==> src/pdpp_pkg.sv <==
// shared types, constants and pattern rom for the duty pattern player
package pdpp_pkg;

	localparam int NUM_EFFECTS = 11;
	localparam int MAX_STEPS   = 10;

	localparam logic [1:0] CMD_TICK = 2'd0;
	localparam logic [1:0] CMD_PLAY = 2'd1;
	localparam logic [1:0] CMD_STOP = 2'd2;

	typedef struct packed {
		logic [3:0] active_effect;
		logic [3:0] step_index;
		logic [7:0] elapsed_ms;
		logic [7:0] duty_level;
	} pdpp_state_t;

	typedef logic [7:0] rom_row_t [MAX_STEPS];

	localparam rom_row_t ROM_DUTY [NUM_EFFECTS] = '{
		'{8'd200, 8'd0, 8'd0, 8'd0, 8'd0, 8'd0, 8'd0, 8'd0, 8'd0, 8'd0},
		'{8'd180, 8'd0, 8'd180, 8'd0, 8'd0, 8'd0, 8'd0, 8'd0, 8'd0, 8'd0},
		'{8'd220, 8'd0, 8'd160, 8'd0, 8'd100, 8'd0, 8'd0, 8'd0, 8'd0, 8'd0},
		'{8'd255, 8'd200, 8'd150, 8'd100, 8'd50, 8'd0, 8'd0, 8'd0, 8'd0, 8'd0},
		'{8'd100, 8'd0, 8'd180, 8'd0, 8'd255, 8'd0, 8'd0, 8'd0, 8'd0, 8'd0},
		'{8'd150, 8'd0, 8'd0, 8'd0, 8'd0, 8'd0, 8'd0, 8'd0, 8'd0, 8'd0},
		'{8'd120, 8'd0, 8'd0, 8'd0, 8'd0, 8'd0, 8'd0, 8'd0, 8'd0, 8'd0},
		'{8'd200, 8'd0, 8'd0, 8'd0, 8'd0, 8'd0, 8'd0, 8'd0, 8'd0, 8'd0},
		'{8'd200, 8'd0, 8'd200, 8'd0, 8'd200, 8'd0, 8'd255, 8'd0, 8'd255, 8'd0},
		'{8'd255, 8'd200, 8'd150, 8'd100, 8'd50, 8'd0, 8'd0, 8'd0, 8'd0, 8'd0},
		'{8'd150, 8'd0, 8'd0, 8'd0, 8'd0, 8'd0, 8'd0, 8'd0, 8'd0, 8'd0}
	};

	localparam rom_row_t ROM_MS [NUM_EFFECTS] = '{
		'{8'd30, 8'd0, 8'd0, 8'd0, 8'd0, 8'd0, 8'd0, 8'd0, 8'd0, 8'd0},
		'{8'd20, 8'd20, 8'd20, 8'd0, 8'd0, 8'd0, 8'd0, 8'd0, 8'd0, 8'd0},
		'{8'd25, 8'd15, 8'd25, 8'd15, 8'd25, 8'd0, 8'd0, 8'd0, 8'd0, 8'd0},
		'{8'd100, 8'd100, 8'd100, 8'd100, 8'd100, 8'd0, 8'd0, 8'd0, 8'd0, 8'd0},
		'{8'd30, 8'd10, 8'd30, 8'd10, 8'd30, 8'd0, 8'd0, 8'd0, 8'd0, 8'd0},
		'{8'd80, 8'd0, 8'd0, 8'd0, 8'd0, 8'd0, 8'd0, 8'd0, 8'd0, 8'd0},
		'{8'd15, 8'd15, 8'd0, 8'd0, 8'd0, 8'd0, 8'd0, 8'd0, 8'd0, 8'd0},
		'{8'd15, 8'd0, 8'd0, 8'd0, 8'd0, 8'd0, 8'd0, 8'd0, 8'd0, 8'd0},
		'{8'd40, 8'd30, 8'd40, 8'd30, 8'd40, 8'd30, 8'd40, 8'd30, 8'd60, 8'd0},
		'{8'd200, 8'd200, 8'd200, 8'd200, 8'd200, 8'd0, 8'd0, 8'd0, 8'd0, 8'd0},
		'{8'd200, 8'd200, 8'd0, 8'd0, 8'd0, 8'd0, 8'd0, 8'd0, 8'd0, 8'd0}
	};

	// effect numbers start at 1; anything out of range reads as zero
	function automatic logic [7:0] rom_duty(input logic [3:0] fx, input logic [3:0] st);
		logic [7:0] val;
		val = 8'd0;
		if (fx != 4'd0 && fx <= 4'(NUM_EFFECTS) && st < 4'(MAX_STEPS)) begin
			val = ROM_DUTY[fx - 4'd1][st];
		end
		return val;
	endfunction

	function automatic logic [7:0] rom_ms(input logic [3:0] fx, input logic [3:0] st);
		logic [7:0] val;
		val = 8'd0;
		if (fx != 4'd0 && fx <= 4'(NUM_EFFECTS) && st < 4'(MAX_STEPS)) begin
			val = ROM_MS[fx - 4'd1][st];
		end
		return val;
	endfunction

endpackage

==> src/pdpp_req_if.sv <==
// request channel: command and effect number
interface pdpp_req_if;
	logic       valid;
	logic       ready;
	logic [1:0] command;
	logic [3:0] effect;

	modport source (output valid, command, effect, input ready);
	modport sink   (input valid, command, effect, output ready);
endinterface

==> src/pdpp_rsp_if.sv <==
// result channel: duty, busy flag and playing effect
interface pdpp_rsp_if;
	logic       valid;
	logic       ready;
	logic [7:0] duty;
	logic       busy_res;
	logic [3:0] playing;

	modport source  (output valid, duty, busy_res, playing, input ready);
	modport sink    (input valid, duty, busy_res, playing, output ready);
	modport monitor (input valid, ready, duty, busy_res, playing);
endinterface

==> src/pdpp_core.sv <==
// player state registers and the per-item next-state logic
module pdpp_core (
	input  logic                 clk,
	input  logic                 arst_n,
	input  logic                 en,
	input  logic [1:0]           command,
	input  logic [3:0]           effect,
	output pdpp_pkg::pdpp_state_t nxt
);

	pdpp_pkg::pdpp_state_t state_q;
	pdpp_pkg::pdpp_state_t idle_st;
	logic [7:0] elapsed_inc;
	logic [3:0] step_next;
	logic [7:0] ms_cur;
	logic [7:0] ms_next;

	assign idle_st     = '0;
	assign elapsed_inc = (state_q.elapsed_ms != 8'hFF) ? state_q.elapsed_ms + 8'd1
	                                                   : state_q.elapsed_ms;
	assign step_next   = state_q.step_index + 4'd1;
	assign ms_cur      = pdpp_pkg::rom_ms(state_q.active_effect, state_q.step_index);
	assign ms_next     = pdpp_pkg::rom_ms(state_q.active_effect, step_next);

	always_comb begin
		nxt = state_q;
		unique case (command)
			pdpp_pkg::CMD_TICK: begin
				if (state_q.active_effect == 4'd0
				    || state_q.active_effect > 4'(pdpp_pkg::NUM_EFFECTS)
				    || state_q.step_index >= 4'(pdpp_pkg::MAX_STEPS)) begin
					nxt = idle_st;
				end else if (elapsed_inc < ms_cur) begin
					nxt.elapsed_ms = elapsed_inc;
				end else if (step_next >= 4'(pdpp_pkg::MAX_STEPS) || ms_next == 8'd0) begin
					nxt = idle_st;
				end else begin
					nxt.step_index = step_next;
					nxt.elapsed_ms = 8'd0;
					nxt.duty_level = pdpp_pkg::rom_duty(state_q.active_effect, step_next);
				end
			end
			pdpp_pkg::CMD_PLAY: begin
				// lower number wins, equal number restarts
				if (effect != 4'd0 && effect <= 4'(pdpp_pkg::NUM_EFFECTS)
				    && (state_q.active_effect == 4'd0 || effect <= state_q.active_effect)) begin
					nxt.active_effect = effect;
					nxt.step_index    = 4'd0;
					nxt.elapsed_ms    = 8'd0;
					nxt.duty_level    = pdpp_pkg::rom_duty(effect, 4'd0);
				end
			end
			pdpp_pkg::CMD_STOP: begin
				nxt = idle_st;
			end
			default: begin
				nxt = state_q;
			end
		endcase
	end

	always_ff @(posedge clk or negedge arst_n) begin
		if (!arst_n) begin
			state_q <= '0;
		end else if (en) begin
			state_q <= nxt;
		end
	end

endmodule

==> src/priority_duty_pattern_player_unit.sv <==
// top level of the priority duty pattern player
//
//  channel | dir | fields                      | handshake
//  --------+-----+-----------------------------+-------------
//  req     | in  | command[1:0], effect[3:0]   | valid/ready
//  rsp     | out | duty[7:0], busy_res, playing| valid/ready
//
// one item per cycle sustained while rsp.ready stays high; a request passes
// the input register, then the state update into the result register
// reset clears the player state and both stage valid flags, no warm-up
// a stalled result holds stage 2; stage 1 then holds, and req.ready
// drops only when both stages are full and rsp.ready is low
module priority_duty_pattern_player_unit (
	input  logic          clk,
	input  logic          arst_n,
	pdpp_req_if.sink      req,
	pdpp_rsp_if.source    rsp
);

	// stage 1: registered request item
	logic       valid_s1;
	logic [1:0] command_s1;
	logic [3:0] effect_s1;

	// stage 2: result item, the player state after the item
	logic       valid_s2;
	logic [7:0] duty_s2;
	logic [3:0] playing_s2;

	logic adv_s1;
	logic load_s1;
	pdpp_pkg::pdpp_state_t nxt;

	// stage 1 moves on when the result slot is free or being emptied
	assign adv_s1    = !valid_s2 || rsp.ready;
	assign req.ready = !valid_s1 || adv_s1;
	assign load_s1   = req.valid && req.ready;

	always_ff @(posedge clk or negedge arst_n) begin
		if (!arst_n) begin
			valid_s1 <= 1'b0;
		end else if (req.ready) begin
			valid_s1 <= req.valid;
		end
	end

	always_ff @(posedge clk) begin
		if (load_s1) begin
			command_s1 <= req.command;
			effect_s1  <= req.effect;
		end
	end

	// state only advances when the item really moves into the result stage
	pdpp_core u_core (
		.clk     (clk),
		.arst_n  (arst_n),
		.en      (valid_s1 && adv_s1),
		.command (command_s1),
		.effect  (effect_s1),
		.nxt     (nxt)
	);

	always_ff @(posedge clk or negedge arst_n) begin
		if (!arst_n) begin
			valid_s2 <= 1'b0;
		end else if (adv_s1) begin
			valid_s2 <= valid_s1;
		end
	end

	always_ff @(posedge clk) begin
		if (valid_s1 && adv_s1) begin
			duty_s2    <= nxt.duty_level;
			playing_s2 <= nxt.active_effect;
		end
	end

	assign rsp.valid    = valid_s2;
	assign rsp.duty     = duty_s2;
	assign rsp.playing  = playing_s2;
	assign rsp.busy_res = (playing_s2 != 4'd0);

endmodule

==> src/flat_wrapper.sv <==
// flat-port wrapper written by rule: the top's interface ports become plain ports
module priority_duty_pattern_player_unit_flat 
  (clk, arst_n, req_valid, req_command, req_effect, req_ready, rsp_valid, rsp_duty, rsp_busy_res, rsp_playing, rsp_ready);
  pdpp_req_if req_i ();
  pdpp_rsp_if rsp_i ();
  input  logic clk;
  input  logic arst_n;
  input wire logic [$bits(req_i.valid)-1:0] req_valid;
  input wire logic [$bits(req_i.command)-1:0] req_command;
  input wire logic [$bits(req_i.effect)-1:0] req_effect;
  output wire logic [$bits(req_i.ready)-1:0] req_ready;
  output wire logic [$bits(rsp_i.valid)-1:0] rsp_valid;
  output wire logic [$bits(rsp_i.duty)-1:0] rsp_duty;
  output wire logic [$bits(rsp_i.busy_res)-1:0] rsp_busy_res;
  output wire logic [$bits(rsp_i.playing)-1:0] rsp_playing;
  input wire logic [$bits(rsp_i.ready)-1:0] rsp_ready;
  assign req_i.valid = req_valid;
  assign req_i.command = req_command;
  assign req_i.effect = req_effect;
  assign req_ready = req_i.ready;
  assign rsp_valid = rsp_i.valid;
  assign rsp_duty = rsp_i.duty;
  assign rsp_busy_res = rsp_i.busy_res;
  assign rsp_playing = rsp_i.playing;
  assign rsp_i.ready = rsp_ready;
  priority_duty_pattern_player_unit u_core (.clk(clk), .arst_n(arst_n), .req(req_i), .rsp(rsp_i));
endmodule
==> config.mk <==
export PLATFORM = sky130hd
export DESIGN_NAME = priority_duty_pattern_player_unit_flat
export DESIGN_NICKNAME = d
export VERILOG_FILES = /design/src/pdpp_pkg.sv /design/src/pdpp_req_if.sv /design/src/pdpp_rsp_if.sv /design/src/pdpp_core.sv /design/src/priority_duty_pattern_player_unit.sv /design/src/flat_wrapper.sv
export SDC_FILE = /design/constraint.sdc
export NUM_CORES = 1
export LEC_CHECK = 0
export BUFFER_PORTS_ARGS = -buffer_cell sky130_fd_sc_hd__buf_4
export CAP_MARGIN = 20
export CORE_UTILIZATION = 47
export DETAILED_ROUTE_END_ITERATION = 12
export HOLD_SLACK_MARGIN = 0.1
export PLACE_DENSITY = 0.7
export SYNTH_ARGS = -nofsm -noshare
export SYNTH_HDL_FRONTEND = slang
export SYNTH_HIERARCHICAL = 1
export SYNTH_SLANG_ARGS = --single-unit
==> constraint.sdc <==
create_clock -name clk -period 12.91 [get_ports clk]
set_input_delay 0.6455 -clock clk [delete_from_list [all_inputs] [get_ports clk]]
set_output_delay 0.6455 -clock clk [all_outputs]
set_load 0.03 [all_outputs]
# Word level (Yosys, flattened, before mapping)
# Memories as Yosys holds them, arrays and structs flattened.
# Cells that the tools add are included.
# totals
register_bits	44
romBits	3840
input_bits	10
output_inout_bits	15
elab_cells	91
mem_count	3
# memory_table
memory	depth	width	rd	rd_clocked_by_memory_dff	wr	line_no	source
(no name shown)	16	80	1	0	0	pdpp_pkg.sv:53	val = ROM_DUTY[fx - 4'd1][st];
(no name shown)	16	80	1	0	0	pdpp_pkg.sv:53	
(no name shown)	16	80	1	0	0	pdpp_pkg.sv:62	val = ROM_MS[fx - 4'd1][st];
# op_classes
addsub	4
n_lt_le_gt_ge	13
n_eq_ne	5
muxes	28
bitwise_logic	4
n_reduce_logical	24
# op_table
operator	count
$mux W80	6
$mux W8	14
$bmux W8 S4	3
$pmux W24 S3	1
$mux W24	2
$ge A5 B5 Y1 const B	4
$mux W20	1
$not A4 Y5	4
$reduce_bool A4 Y1	3
$add A8 B1 Y8 const B	1
$ge A4 B4 Y1 const B	2
$le A4 B4 Y1 const B	2
$logic_not A8 Y1	1
$lt A4 B4 Y1 const B	2
$lt A8 B8 Y1	1
$ne A8 B8 Y1 const B	1
$sub A4 B1 Y4 const B	2
$logic_and A1 B1 Y1	7
$logic_or A1 B1 Y1	6
$add A4 B1 Y4 const B	1
$gt A4 B4 Y1 const B	1
$le A4 B4 Y1	1
$logic_not A4 Y1	1
$mux W4	1
other kinds (9)	10

# Longest topological paths before layout
# depth
depth_word	15
depth_mapped	24
mapped_depth_nobuf	19

# Hierarchy
# The synthesis kept the hierarchy.
# modules_own_cells
module	n_inst	cells_per_inst	area_per_inst_um2	seq_area_each_um2
pdpp_core	1	608	4435.5	600.6
priority_duty_pattern_player_unit	1	27	636.9	590.6

# Least setup slack after synthesis
# OpenSTA, ideal clock, no wires.
# synth_path
path_kind	register to register
from	register u_core/u_core/state_q[20] (netlist name)
to	register u_core.duty_s2[2] (netlist: u_core/rsp.duty[2]), data pin
setup_time_ns	0.266
arrival_ns	4.634
required_ns	12.644
path_slack_ns	8.010
path_stages_with_launch	24
path_buffers	5
synth_period_minus_slack_ns	4.900
cell_sequence	dfrtp_1 > buf_4 > clkbuf_1 > inv_1 > ha_1 > buf_4 > buf_2 > nor2b_1 > mux2_2 > a221o_1 > a21oi_1 > nor2_1 > o32a_1 > o21ai_1 > ha_1 > o21a_1 > o21ai_0 > a21oi_1 > o41ai_2 > and2_1 > buf_2 > or4_4 > nand2_1 > o22ai_1
# synth_lines
element	line_no	source
from (decl)	pdpp_core.sv:11	pdpp_pkg::pdpp_state_t state_q;
from (signal assigned)	pdpp_core.sv:66	state_q <= nxt;
to (signal assigned)	priority_duty_pattern_player_unit.sv:74	duty_s2 <= nxt.duty_level;
to (decl)	priority_duty_pattern_player_unit.sv:27	logic [7:0] duty_s2;

==> run_results.csv <==
group,metric,value,unit
run_status,outcome,"finished, final reports clean",
setup_path,setup.worst_path.end_class,"register",
timing,rsz_0062_raised_after_global_routing,"false",
clocking,clockRootBuffer,"sky130_fd_sc_hd__clkbuf_8",
timing,fin_ws,7.330,ns
floorplan,width_of_the_die,105.1,um
finish,fin_util,50.64,%
place,placed_cell_area,0.005116,sq mm
power_and_ir_drop,finalPower,1.209,mW
finish,insertedDiodeCount,0,
power_and_ir_drop,p_seq_share,19.6,%
yosys,synthesized_netlist_net_count,658,
power_and_ir_drop,power.switching_fraction,53.82,%
timing,hold-worst-slack,0.2471,ns
setup_path,crit_path_max_incr_delay,0.87,ns
detailed_routing,detail-route-antenna-nets,0,
yosys,syn_area_per_cell,8.054,sq um
detailed_routing,wl_per_cell,19.93,um
clocking,cts.htree.levels,2,
grt,global_route.overflow_total,0,
timing,timing.final.max_slew_violations,0,
yosys,netlist_area,0.004994,sq mm
clocking,clk_pin_slew,0.09,ns
timing,timing.setup.tns,0,ns
setup_path,cp_max_fo,17,
clocking,clk_latency,0.31,ns
timing,final_worst_clock_skew,0.01274,ns
timing,clock.fmax,0.1792,GHz
setup_path,critical_path_class,"register to register",
detailed_routing,post-route-drc-count,0,
detailed_routing,drt_pass1_iterations,5,
setup_path,sort_of_element_at_the_start_of_the_critical_path,"register",
timing,timing.final.hold_violations,0,
finish,area_growth,4.685,%
detailed_routing,total_wirelength_of_the_detailed_routed_design,14730,um
clocking,tritoncts.num_buffers,5,
power_and_ir_drop,cellPowerDensity,231.2,mW/mm^2
timing,post-route-period-util,43.22,%
power_and_ir_drop,ir_worst_vdd,0.09860,mV
setup_path,worst-endpoint-required,12.93,ns
grt,number_of_antenna_violations_at_the_first_check_in_global_routing,0,
floorplan,fp.coreArea,0.01032,sq mm
yosys,yosys_warnings,6,
finish,most_common_cell_after_layout_fill_and_taps_aside,"sky130_fd_sc_hd__nand2_1",
clocking,clock_sinks,44,
place,dp.cells,731,
setup_path,worstSetupPathDepth,18,
floorplan,initial_utilization,48.37,%
power_and_ir_drop,power_frac_clock,8.9,%
clocking,cts_buffer_depth,2,
flow_run,drv_cap,0,
detailed_routing,post_drt_via_cell_ratio,6.685,
place,place_worst_setup_slack,7.499,ns
timing,finalSetupViolations,0,
finish,nFillCells,961,
power_and_ir_drop,p_leak,2.131,nW
place,buffer_ports.inserted,24,
floorplan,rows,37,
detailed_routing,drt_iter0_drc,576,
power_and_ir_drop,power.internal,0.5582,mW
setup_path,worstPathCellList,"inv_1, ha_1, nor2b_1, mux2_2, a221o_1, a21oi_1, nor2_1, o32a_1, o21ai_1, ha_1, o21a_1, o21ai_0, a21oi_1, o41ai_2, nand3_1, o21ai_2, nor2_2, o21ai_0",
timing,timing.slew.headroom,35.57,%
clocking,cts.hold.buffers_added,0,
setup_path,worst-endpoint-arrival,5.60,ns
finish,layoutNonFillerInstCount,739,
power_and_ir_drop,pwr-share-comb,71.5,%
grt,grt_pass1_vias,4690,
finish,num-nets-final,640,
setup_path,critical-path-top-delay-family,"compound AO/OA/AOI/OAI gates",
power_and_ir_drop,total_switching_power,0.6506,mW
finish,mostFrequentLayoutCells,"70 x sky130_fd_sc_hd__nand2_1, 50 x sky130_fd_sc_hd__nor2_1, 39 x sky130_fd_sc_hd__a21oi_1, 29 x sky130_fd_sc_hd__buf_4, 28 x sky130_fd_sc_hd__ha_1",
hold_path,holdCritPathClass,"input pin to async pin",
clocking,cts_tree,"built",
timing,tightest_slew,0.9596,ns
clocking,post_cts.resized_instances,0,
yosys,synthCells,620,
floorplan,area_of_the_die,0.01104,sq mm
detailed_routing,vias,4940,
setup_path,crit_slowest_cell,"sky130_fd_sc_hd__dfrtp_1",
place,dp_hpwl,10610,um
grt,grtUsageTotal,26.99,%
setup_path,logic_depth_of_the_worst_register_to_register_path,18,
grt,grt_pass1_wl,23780,um
clocking,cts_post_setup_buffers_inserted,0,
floorplan,io_pins,25,
setup_path,worstPathBufferInverterCount,1,
floorplan,fp.dieH,105.1,um
timing,min_period,5.580,ns
finish,post_route_cells_drive_above_1_share,12.60,%
finish,stdcell_area,0.005228,sq mm
grt,pin_count_of_the_biggest_net_entering_global_routing,38,
place,final_replace_weighted_congestion,0.9436,
## layout make-up
type	instances	area [sq um]	share of cell area, %
multi-input combinational	498	3447	65.94
sequential	44	1191	22.79
timing repair buffer	29	217.7	4.165
tap	136	170.2	3.255
inverter	24	90.09	1.723
clock buffer	5	68.82	1.316
clock inverter	3	42.54	0.8138
## state kept, by name (all words and copies together) (netlist names)
signal,flops
u_core/rsp.valid,1
u_core/u_core/state_q,24
u_core/command_s1,2
u_core/valid_s1,1
u_core/rsp.playing,4
u_core/rsp.duty,8
u_core/effect_s1,4
## final timing paths
| check | slack (ns) | to | from |
|---|---|---|---|
| worst max register to register | 7.33 | u_core/rsp.duty[3]$_DFFE_PP_ | u_core/u_core/state_q[21]$_DFFE_PN0P_ |
| min in group clk | 0.51 | u_core/rsp.valid$_DFFE_PN0P_ | u_core/valid_s1$_DFFE_PN0P_ |
| worst min-delay path | 0.25 | u_core/u_core/state_q[7]$_DFFE_PN0P_ | arst_n |
| worst min register to register | 0.51 | u_core/rsp.valid$_DFFE_PN0P_ | u_core/valid_s1$_DFFE_PN0P_ |
| worst max-delay path | 7.33 | u_core/rsp.duty[3]$_DFFE_PP_ | u_core/u_core/state_q[21]$_DFFE_PN0P_ |
| max in group asynchronous | 12.38 | u_core/u_core/state_q[21]$_DFFE_PN0P_ | arst_n |
## layer usage
layer | global-route usage, % | share of wire, % | wire [um] | vias to the layer above
met4 | 12.47 | 4.2 | 616 | 0
met1 | 33.72 | 41 | 6060 | 2324
li1 | - | - | - | 2307
met5 | 0 | 0 | 0 | -
met3 | 3.930 | 7.4 | 1088 | 55
met2 | 45.79 | 47 | 6960 | 254
## power by group through the flow
stage	sequential, mW	combinational, mW	clock, mW
floorplan	0.239	0.654	0
global placement	0.237	0.826	0
detailed placement	0.239	0.836	0
CTS	0.236	0.841	0.110
global route	0.243	0.933	0.115
finish	0.237	0.864	0.108
No activity file was read; power rests on OpenSTA's default activity.
